`src/deq_pkg.sv`:
```
// deq_pkg: action and error codes shared by the deque block
// no dependencies; imported by double_ended_queue
`default_nettype none

package deq_pkg;

    // action carried by each input transaction
    typedef enum logic [1:0] {
        ACT_IDLE   = 2'd0,
        ACT_PUSH_R = 2'd1,
        ACT_POP_L  = 2'd2,
        ACT_POP_R  = 2'd3
    } action_t;

    // error code reported with each result
    typedef enum logic [1:0] {
        ERR_NONE  = 2'd0,
        ERR_EMPTY = 2'd1,
        ERR_FULL  = 2'd2
    } err_t;

endpackage

`default_nettype wire

```
`src/double_ended_queue.sv`:
```
// double_ended_queue: bounded deque with right push and pops at both ends
// words live in a circular single-port-style memory; depends on deq_pkg
`default_nettype none

// channel   direction  handshake            payload
// input     in         in_valid / in_stall  action, value
// output    out        out_valid / out_stall popped, popped_valid, left_word,
//                                           right_word, empty_res, count, error
//
// an item is decoded and the deque updated, then transferred into the output register
// a pop that leaves two or more words passes through the read state: the new end word
// is read from the slot memory, whose read data is registered
// the end words are cached in registers, so pushes and other pops need no read
// reset clears pointers, count, cached ends and outputs; the slot memory is not cleared
// a result waiting under out_stall lets the next input transaction in, which then
// waits in its hold cycle until the output register frees

module double_ended_queue #(
    parameter int DEPTH     = 16,
    parameter int WORD_BITS = 32
) (
    input  wire                          clk,
    input  wire                          rst_n,
    input  wire                          in_valid,
    output logic                         in_stall,
    input  deq_pkg::action_t             action,
    input  wire  [WORD_BITS-1:0]         value,
    output logic                         out_valid,
    input  wire                          out_stall,
    output logic [WORD_BITS-1:0]         popped,
    output logic                         popped_valid,
    output logic [WORD_BITS-1:0]         left_word,
    output logic [WORD_BITS-1:0]         right_word,
    output logic                         empty_res,
    output logic [$clog2(DEPTH+1)-1:0]   count,
    output deq_pkg::err_t                error
);

    import deq_pkg::*;

    localparam int AW = $clog2(DEPTH);
    localparam int CW = $clog2(DEPTH + 1);

    typedef enum logic [1:0] {
        S_IDLE,
        S_READ,
        S_HOLD
    } state_t;

    // slot memory
    logic [WORD_BITS-1:0] slots [DEPTH];
    logic [WORD_BITS-1:0] rd_data_reg;

    // control and cached state
    state_t               state_reg;
    logic [AW-1:0]        lpos_reg;
    logic [CW-1:0]        held_reg;
    logic [WORD_BITS-1:0] left_reg;
    logic [WORD_BITS-1:0] right_reg;
    logic                 side_reg;

    // pending result of the current item
    logic [WORD_BITS-1:0] pend_popped_reg;
    logic                 pend_pv_reg;
    err_t                 pend_err_reg;

    // output registers
    logic                 out_valid_reg;
    logic [WORD_BITS-1:0] popped_reg;
    logic                 popped_valid_reg;
    logic [WORD_BITS-1:0] left_word_reg;
    logic [WORD_BITS-1:0] right_word_reg;
    logic                 empty_reg;
    logic [CW-1:0]        count_reg;
    err_t                 error_reg;

    // decode and address arithmetic
    logic          accept;
    logic          is_pop;
    logic          is_full;
    logic          is_empty;
    logic [AW:0]   held_ext;
    logic [AW:0]   wr_sum;
    logic [AW:0]   inc_sum;
    logic [AW:0]   rr_sum;
    logic [AW-1:0] wr_addr;
    logic [AW-1:0] lpos_inc;
    logic [AW-1:0] rr_addr;
    logic [AW-1:0] rd_addr;
    logic          wr_en;
    logic          rd_en;

    always_comb
    begin
        accept   = in_valid && (state_reg == S_IDLE);
        is_pop   = (action == ACT_POP_L) || (action == ACT_POP_R);
        is_full  = (held_reg >= CW'(DEPTH));
        is_empty = (held_reg == '0);
        held_ext = (AW+1)'(held_reg);

        // slot just right of the rightmost word
        wr_sum  = {1'b0, lpos_reg} + held_ext;
        wr_addr = (wr_sum >= (AW+1)'(DEPTH)) ? AW'(wr_sum - (AW+1)'(DEPTH)) : AW'(wr_sum);

        // slot right of the leftmost word
        inc_sum  = {1'b0, lpos_reg} + (AW+1)'(1);
        lpos_inc = (inc_sum >= (AW+1)'(DEPTH)) ? AW'(inc_sum - (AW+1)'(DEPTH))
                                                : AW'(inc_sum);

        // slot left of the rightmost word (used only when three or more held)
        rr_sum  = {1'b0, lpos_reg} + held_ext - (AW+1)'(2);
        rr_addr = (rr_sum >= (AW+1)'(DEPTH)) ? AW'(rr_sum - (AW+1)'(DEPTH)) : AW'(rr_sum);

        wr_en   = accept && (action == ACT_PUSH_R) && !is_full;
        rd_en   = accept && is_pop && (held_reg >= CW'(3));
        rd_addr = (action == ACT_POP_L) ? lpos_inc : rr_addr;
    end

    // slot memory with registered read
    always_ff @(posedge clk)
    begin
        if (wr_en)
        begin
            slots[wr_addr] <= value;
        end
        if (rd_en)
        begin
            rd_data_reg <= slots[rd_addr];
        end
    end

    // sequencer, deque state and output register
    always_ff @(posedge clk or negedge rst_n)
    begin
        if (!rst_n)
        begin
            state_reg        <= S_IDLE;
            lpos_reg         <= '0;
            held_reg         <= '0;
            left_reg         <= '0;
            right_reg        <= '0;
            side_reg         <= 1'b0;
            pend_popped_reg  <= '0;
            pend_pv_reg      <= 1'b0;
            pend_err_reg     <= ERR_NONE;
            out_valid_reg    <= 1'b0;
            popped_reg       <= '0;
            popped_valid_reg <= 1'b0;
            left_word_reg    <= '0;
            right_word_reg   <= '0;
            empty_reg        <= 1'b1;
            count_reg        <= '0;
            error_reg        <= ERR_NONE;
        end
        else
        begin
            // output transaction taken with no new result loading
            if (out_valid_reg && !out_stall && (state_reg != S_HOLD))
            begin
                out_valid_reg <= 1'b0;
            end

            case (state_reg)
                S_IDLE:
                begin
                    if (accept)
                    begin
                        case (action)
                            ACT_PUSH_R:
                            begin
                                pend_popped_reg <= '0;
                                pend_pv_reg     <= 1'b0;
                                state_reg       <= S_HOLD;
                                if (is_full)
                                begin
                                    pend_err_reg <= ERR_FULL;
                                end
                                else
                                begin
                                    pend_err_reg <= ERR_NONE;
                                    held_reg     <= held_reg + CW'(1);
                                    right_reg    <= value;
                                    if (is_empty)
                                    begin
                                        left_reg <= value;
                                    end
                                end
                            end
                            ACT_POP_L,
                            ACT_POP_R:
                            begin
                                if (is_empty)
                                begin
                                    pend_popped_reg <= '0;
                                    pend_pv_reg     <= 1'b0;
                                    pend_err_reg    <= ERR_EMPTY;
                                    state_reg       <= S_HOLD;
                                end
                                else
                                begin
                                    pend_err_reg    <= ERR_NONE;
                                    pend_pv_reg     <= 1'b1;
                                    pend_popped_reg <= (action == ACT_POP_L) ? left_reg
                                                                             : right_reg;
                                    held_reg        <= held_reg - CW'(1);
                                    if (action == ACT_POP_L)
                                    begin
                                        lpos_reg <= lpos_inc;
                                    end
                                    // two held: the other cached end becomes both ends
                                    if (held_reg == CW'(2))
                                    begin
                                        if (action == ACT_POP_L)
                                        begin
                                            left_reg <= right_reg;
                                        end
                                        else
                                        begin
                                            right_reg <= left_reg;
                                        end
                                    end
                                    // three or more held: fetch the new end word
                                    if (held_reg >= CW'(3))
                                    begin
                                        side_reg  <= (action == ACT_POP_L);
                                        state_reg <= S_READ;
                                    end
                                    else
                                    begin
                                        state_reg <= S_HOLD;
                                    end
                                end
                            end
                            default:
                            begin
                                pend_popped_reg <= '0;
                                pend_pv_reg     <= 1'b0;
                                pend_err_reg    <= ERR_NONE;
                                state_reg       <= S_HOLD;
                            end
                        endcase
                    end
                end
                S_READ:
                begin
                    // refresh the cached end from memory read data
                    if (side_reg)
                    begin
                        left_reg <= rd_data_reg;
                    end
                    else
                    begin
                        right_reg <= rd_data_reg;
                    end
                    state_reg <= S_HOLD;
                end
                S_HOLD:
                begin
                    // load the output register once it is free
                    if (!out_valid_reg || !out_stall)
                    begin
                        out_valid_reg    <= 1'b1;
                        popped_reg       <= pend_popped_reg;
                        popped_valid_reg <= pend_pv_reg;
                        left_word_reg    <= is_empty ? '0 : left_reg;
                        right_word_reg   <= is_empty ? '0 : right_reg;
                        empty_reg        <= is_empty;
                        count_reg        <= held_reg;
                        error_reg        <= pend_err_reg;
                        state_reg        <= S_IDLE;
                    end
                end
                default:
                begin
                    state_reg <= S_IDLE;
                end
            endcase
        end
    end

    // port drive
    assign in_stall     = (state_reg != S_IDLE);
    assign out_valid    = out_valid_reg;
    assign popped       = popped_reg;
    assign popped_valid = popped_valid_reg;
    assign left_word    = left_word_reg;
    assign right_word   = right_word_reg;
    assign empty_res    = empty_reg;
    assign count        = count_reg;
    assign error        = error_reg;

    // count never exceeds the store depth
    a_held_bound: assert property (@(posedge clk) disable iff (!rst_n)
        held_reg <= CW'(DEPTH))
        else $error("held count exceeds depth");

    // empty flag agrees with the reported count
    a_empty_count: assert property (@(posedge clk) disable iff (!rst_n)
        out_valid |-> (empty_res == (count == '0)))
        else $error("empty flag disagrees with count");

    // a successful pop never carries an error
    a_pop_no_err: assert property (@(posedge clk) disable iff (!rst_n)
        (out_valid && popped_valid) |-> (error == ERR_NONE))
        else $error("pop reported with error");

    // an accepted item keeps the input stalled on the next cycle
    a_busy_after_accept: assert property (@(posedge clk) disable iff (!rst_n)
        (in_valid && !in_stall) |=> in_stall)
        else $error("input not stalled after accept");

endmodule

`default_nettype wire
```
`config.mk`:
```
export PLATFORM = sky130hd
export DESIGN_NAME = double_ended_queue
export DESIGN_NICKNAME = d
export VERILOG_FILES = /design/src/deq_pkg.sv /design/src/double_ended_queue.sv
export SDC_FILE = /design/constraint.sdc
export NUM_CORES = 1
export LEC_CHECK = 0
export BUFFER_PORTS_ARGS = -buffer_cell sky130_fd_sc_hd__buf_2
export CORE_MARGIN = 4
export CORE_UTILIZATION = 50
export CTS_CLUSTER_SIZE = 10
export DETAILED_ROUTE_END_ITERATION = 16
export HOLD_SLACK_MARGIN = 0.02
export PLACE_DENSITY = 0.67
export SLEW_MARGIN = 10
export SYNTH_ARGS = -nofsm -noshare
export SYNTH_HDL_FRONTEND = slang
export SYNTH_SLANG_ARGS = --single-unit
```
`constraint.sdc`:
```
create_clock -name clk -period 5.4 [get_ports clk]
set_clock_uncertainty 0.15 [all_clocks]
set_input_delay 0.27 -clock clk [delete_from_list [all_inputs] [get_ports clk]]
set_output_delay 0.27 -clock clk [all_outputs]
set_load 0.01 [all_outputs]
```
# Word level (Yosys, flattened, before mapping)
# Memories as Yosys holds them, arrays and structs flattened. A register that Yosys moved wholly into a read port is not among the register bits.
# Cells that the tools add are included.
# word_totals
regBits	217
ram_bits	512
inputBits	38
word_cells	118
memories	1
# memory_table
name	depth	width	rd	rd_clocked_by_memory_dff	wr	line_no	text
slots	16	32	1	1	1	double_ended_queue.sv:51	logic [WORD_BITS-1:0] slots [DEPTH];
# op_classes
addsub	8
order_cmp	5
n_eq_ne	18
muxes	42
bitwise_logic	1
reduce_logical	26
# ops
op	count
32-bit 2-to-1 mux	15
32-bit case mux with 2 select lines	4
5-bit >= comparator, second input constant	4
4-bit 2-to-1 mux	4
5-bit AND reduction	3
2-bit inequality test, second input constant	7
2-bit 2-to-1 mux	6
3-bit inequality test, second input constant	4
4-bit by 1-bit subtractor with 4-bit output, second input constant	3
5-bit 2-to-1 mux	2
5-bit case mux with 2 select lines	1
1-bit 2-to-1 mux	8
8-bit AND reduction	1
1-bit logical AND	7
7-bit AND reduction	1
2-bit equality test, second input constant	3
2-bit case mux with 3 select lines	1
2-bit AND reduction	3
2-bit nonzero test	3
4-bit by 1-bit adder with 5-bit output, second input constant	1
4-bit by 5-bit adder with 5-bit output	1
5-bit by 1-bit adder with 5-bit output, second input constant	1
5-bit by 2-bit equality test with 1-bit output, second input constant	1
5-bit by 2-bit >= comparator with 1-bit output, second input constant	1
other kinds (11)	15

# Depth between registers and ports, before layout
# depth
depth_word	7
depth_mapped	11

# Worst setup path before layout
# No wires, ideal clock.
# synth_path
kind	flip-flop to flip-flop
from	reg held_reg[0] (netlist: held_ext[0])
to	mem slots[14][0] (enable)
arrival_ps	4023
path_slack_ps	766
stages_incl_launch_ff	6
path_cell_list	dfrtp_1 > ha_1 > fa_1 > xor2_1 > clkinv_1 > nor3_1
# synth_between
elab_chain_len	5
# synth_rtl
element	line_no	text
from (decl)	double_ended_queue.sv:57	logic [CW-1:0] held_reg;
from (signal assigned)	double_ended_queue.sv:181	held_reg <= held_reg + CW'(1);
from (signal assigned)	double_ended_queue.sv:205	held_reg <= held_reg - CW'(1);
parallel branches: the longest is 5 deep, another holds 4-bit by 5-bit adder with 5-bit output	--	
to (decl)	double_ended_queue.sv:51	
# Parallel ways; which one is timed is not known.

# Final worst setup path
# layout_path
from	reg lpos_reg[0]
to	reg rd_data_reg[3], read port of slots (data pin)
# layout_between
elab_chain_len	5
# layout_rtl
element	line_no	text
from (decl)	double_ended_queue.sv:56	logic [AW-1:0] lpos_reg;
from (signal assigned)	double_ended_queue.sv:208	lpos_reg <= lpos_inc;
4-bit by 5-bit adder with 5-bit output	double_ended_queue.sv:111	rr_sum = {1'b0, lpos_reg} + held_ext - (AW+1)'(2);
5-bit by 2-bit subtractor with 5-bit output	double_ended_queue.sv:111	
4-bit by 1-bit subtractor with 4-bit output or 5-bit >= comparator (tied branches)	double_ended_queue.sv:112	rr_addr = (rr_sum >= (AW+1)'(DEPTH)) ? AW'(rr_sum - (AW+1)'(DEPTH)) : AW'(rr_sum);
4-bit 2-to-1 mux	double_ended_queue.sv:112	
4-bit 2-to-1 mux (*)	double_ended_queue.sv:116	rd_addr = (action == ACT_POP_L) ? lpos_inc : rr_addr;
to (decl)	double_ended_queue.sv:52	logic [WORD_BITS-1:0] rd_data_reg;
# Mark *: on every way between the ends. The rest lies on a longest branch, timed or not.
# A chain may end at the register's enable or synchronous reset.

==> metrics.txt <==
CP arrival approximately 4.4 ns; power per cell area around 650 nW/um^2; starting density of the core 50.8%; depth of the most critical reg-to-reg path 11; wire length of the first global-routing pass 109000 um; post-synthesis instance area 31500 sq um; via count roughly 18000; antenna viol nets, final 0; flip-flop count of the largest register, all copies and words added 512; growth of design area from synthesis to finish 14.1%; vias in the first global route approximately 18000; Design Power around 24 mW; routed len/inst between 20 and 25 um; fraction of synthesized cell area taken by the top area cell type ~52%; pin count of the biggest net entering global routing 120; Rel. slew slack a little over a quarter; yosys synthesis warning count 0; final wirelength 71100 um; count of flip-flops with a built-in enable after synthesis around 540; largest cells by area after synthesis edfxtp_1 (52%), mux2i_1 (17%), dfrtp_1 (17%); final sum of negative setup slack 0 ns; Reg clk slew, reported paths 0.06 ns; total iterations of the first detailed-routing run 5; std cell rows 91; Achievable Freq 238 MHz; share of the core filled with cells a little under 60%; HPWL after detailed placement between 40000 and 50000 um; count of mapped cells out of synthesis around 2100; #FFs+latches synth approximately 760; average cell area after synthesis 14.9 sq um; root buf cell clkbuf_16; most instantiated flip-flop cell in the synthesis netlist edfxtp_1; filler-free cell count of the finished design approximately 3200; number of buffers on the longest clock path 3; number of placed I/O pins 145; DIE AREA between 60000 and 70000 sq um; floorplan core area between 60000 and 70000 sq um; Static Leak approximately 15 nW; CTS tree built; worst IR drop on VDD 0.000949 V; Data required, critical path between 5 and 6 ns; cell mode on critical path mux2i_1; transition time of the tightest slew-check pin 1.10 ns; final worst-path cycle share between 70% and 80%; top cell type by total area after synthesis edfxtp_1; ratio of routed vias to standard cells 5.56; Iter 0 DRT Violations ~1500; Worst Setup Start Kind register; count of unresolved DRC violations after routing 0; number of antenna violations at the first check in global routing 4; overall routing resource usage a little over a fifth; number of endpoints failing setup at the final stage 0; Worst Setup End Kind register; syn_nets 2165; crit path kind register to register; minimum clock period approximately 4.2 ns; layout cells sized above 1 between 10% and 20%; Unique masters post-synth 46; total CTS buffers 86; routability-driven placement congestion ratio just under 0.8; Biggest register slots; outcome completed; startpoint of the lowest-slack register-to-register path lpos_reg[0]$_DFFE_PN0P_; slowest cell on the critical path a21oi_4; critical register-to-register path endpoint rd_data_reg[3]$_DFFE_PP_; number of buffers added on ports ~140; async set-reset flop share out of synthesis approximately 29%; net total in the final layout ~2400; clock latency reported for the late side of the worst-skew pair just over 0.6 ns; count of placed standard cells including taps 3020; final-report hold violation count 0; Post CTS Setup Buffer Count 0; number of H-tree branching levels 3; number of gates given a new drive strength after cts 0; number of fill cells in the layout roughly 4800; die outline width between 200 and 300 um; maximum fanout along the worst path 67; commonest non-fill, non-tap cells in the layout mux2i_1 (544), edfxtp_1 (544), nand2_1 (323); path category of the worst min-delay check input port to async pin; max incr delay on CP 0.60 ns; maxcap violations 0; critical-path cell list ha_1, fa_1, xor2_1, buf_4, clkinv_1, ha_1, a21oi_4, buf_12, mux2i_1, mux2i_1, mux2i_1; worst reg2reg setup slack 1.20 ns; Clock Sinks ~760; portion of the post-synthesis area used by sequential elements 69.0%; number of max-slew violations in the final report 0; hold_buf cts 38; die span in y roughly 260 um; grt total ovfl 0; RSZ-0062 raised after global routing false
-- area by class of cell --
| class | count | area [sq um] | area share, % |
|---|---|---|---|
| clock buffer | 116 | 2370 | 6.58 |
| tap | 837 | 1050 | 2.91 |
| sequential | 761 | 21800 | 60.5 |
| clock inverter | 3 | 33.8 | 0.0939 |
| antenna | 2 | 5.00 | 0.0139 |
| timing repair buffer | 225 | 1520 | 4.23 |
| multi-input combinational | 1227 | 9220 | 25.6 |
| inverter | 8 | 30.0 | 0.0834 |
-- logic make-up (layout without fill, tap and decap cells) --
group                      count (synthesis)  after routing  synth area share [%]
adders and majority gates                 10             10                 0.444
other                                      0              2                     0
muxes                                    611            611                  19.7
DFF                                      761            761                  69.0
AOI/OAI and AO/OA                        122            122                  2.08
buffers and inverters                    129            352                  2.25
and+or+nand+nor                          469            469                  6.11
xor gates and xnor gates                  15             15                 0.440
-- where the power goes --
group,switching [mW],internal [mW],leakage (nW)
Combinational,5.68,4.47,6.21
Sequential,0.753,7.52,7.63
Clock,2.11,3.01,1.17
-- metrics by stage --
stage	cell area, sq um	setup slack [ns]	hold WS [ns]
4_1_cts	36000	1.20	0.226
5_1_grt	36000	0.945	0.280
3_5_place_dp	33200	1.24	0.271
6_report	36000	1.20	0.212
2_1_floorplan	31500	0.766	-0.176
3_3_place_gp	33200	1.39	0.266
-- metal layers --
layer / global-route usage, % / up-vias / part of all wire (%)
met1: 30.4 / 8990 / 46
met2: 34.0 / 485 / 47
met5: 0 / - / 0.028
met4: 4.81 / 4 / 1.4
met3: 3.52 / 80 / 5.6
li1: - / 8117 / -
-- worst max-delay path: cells and delay by family (launching register included) --
family                     cells  cell delay (ns)
xor gates and xnor gates       1             0.16
DFF                            1             0.44
buffers and inverters          3             0.98
AOI/OAI and AO/OA              1             0.60
adders and majority gates      3             1.06
muxes                          3             0.46
-- synthesized netlist by cell type (2+ instances only) --
library cell / instances
edfxtp_1: 544
mux2i_1: 544
nand2_1: 323
dfrtp_1: 216
o21ai_0: 70
nand3_1: 69
clkbuf_1: 46
nor2_1: 44
a21oi_1: 39
mux2_2: 36
buf_2: 30
mux2_1: 30
buf_4: 28
nor3_1: 16
buf_6: 11
ha_1: 8
xnor2_1: 8
inv_1: 7
buf_1: 6
xor2_1: 6
and3_1: 4
nand2b_1: 4
a21o_1: 2
a21oi_2: 2
fa_1: 2
or2_2: 2
-- worst max-delay path by stage --
stage	startpoint	endpoint	slack, ns	depth (start not counted)
after floorplan	held_ext[0]$_DFFE_PN0P_	slots[14][0]$_DFFE_PP_	0.77	5
after detailed placement	held_ext[0]$_DFFE_PN0P_	rd_data_reg[16]$_DFFE_PP_	1.24	11
final	lpos_reg[0]$_DFFE_PN0P_	rd_data_reg[3]$_DFFE_PP_	1.20	11
after global routing	lpos_reg[0]$_DFFE_PN0P_	rd_data_reg[22]$_DFFE_PP_	0.94	11
after CTS	lpos_reg[0]$_DFFE_PN0P_	rd_data_reg[16]$_DFFE_PP_	1.20	11
after global placement	held_ext[0]$_DFFE_PN0P_	rd_data_reg[6]$_DFFE_PP_	1.39	11
No activity file was read; power rests on OpenSTA's default activity.
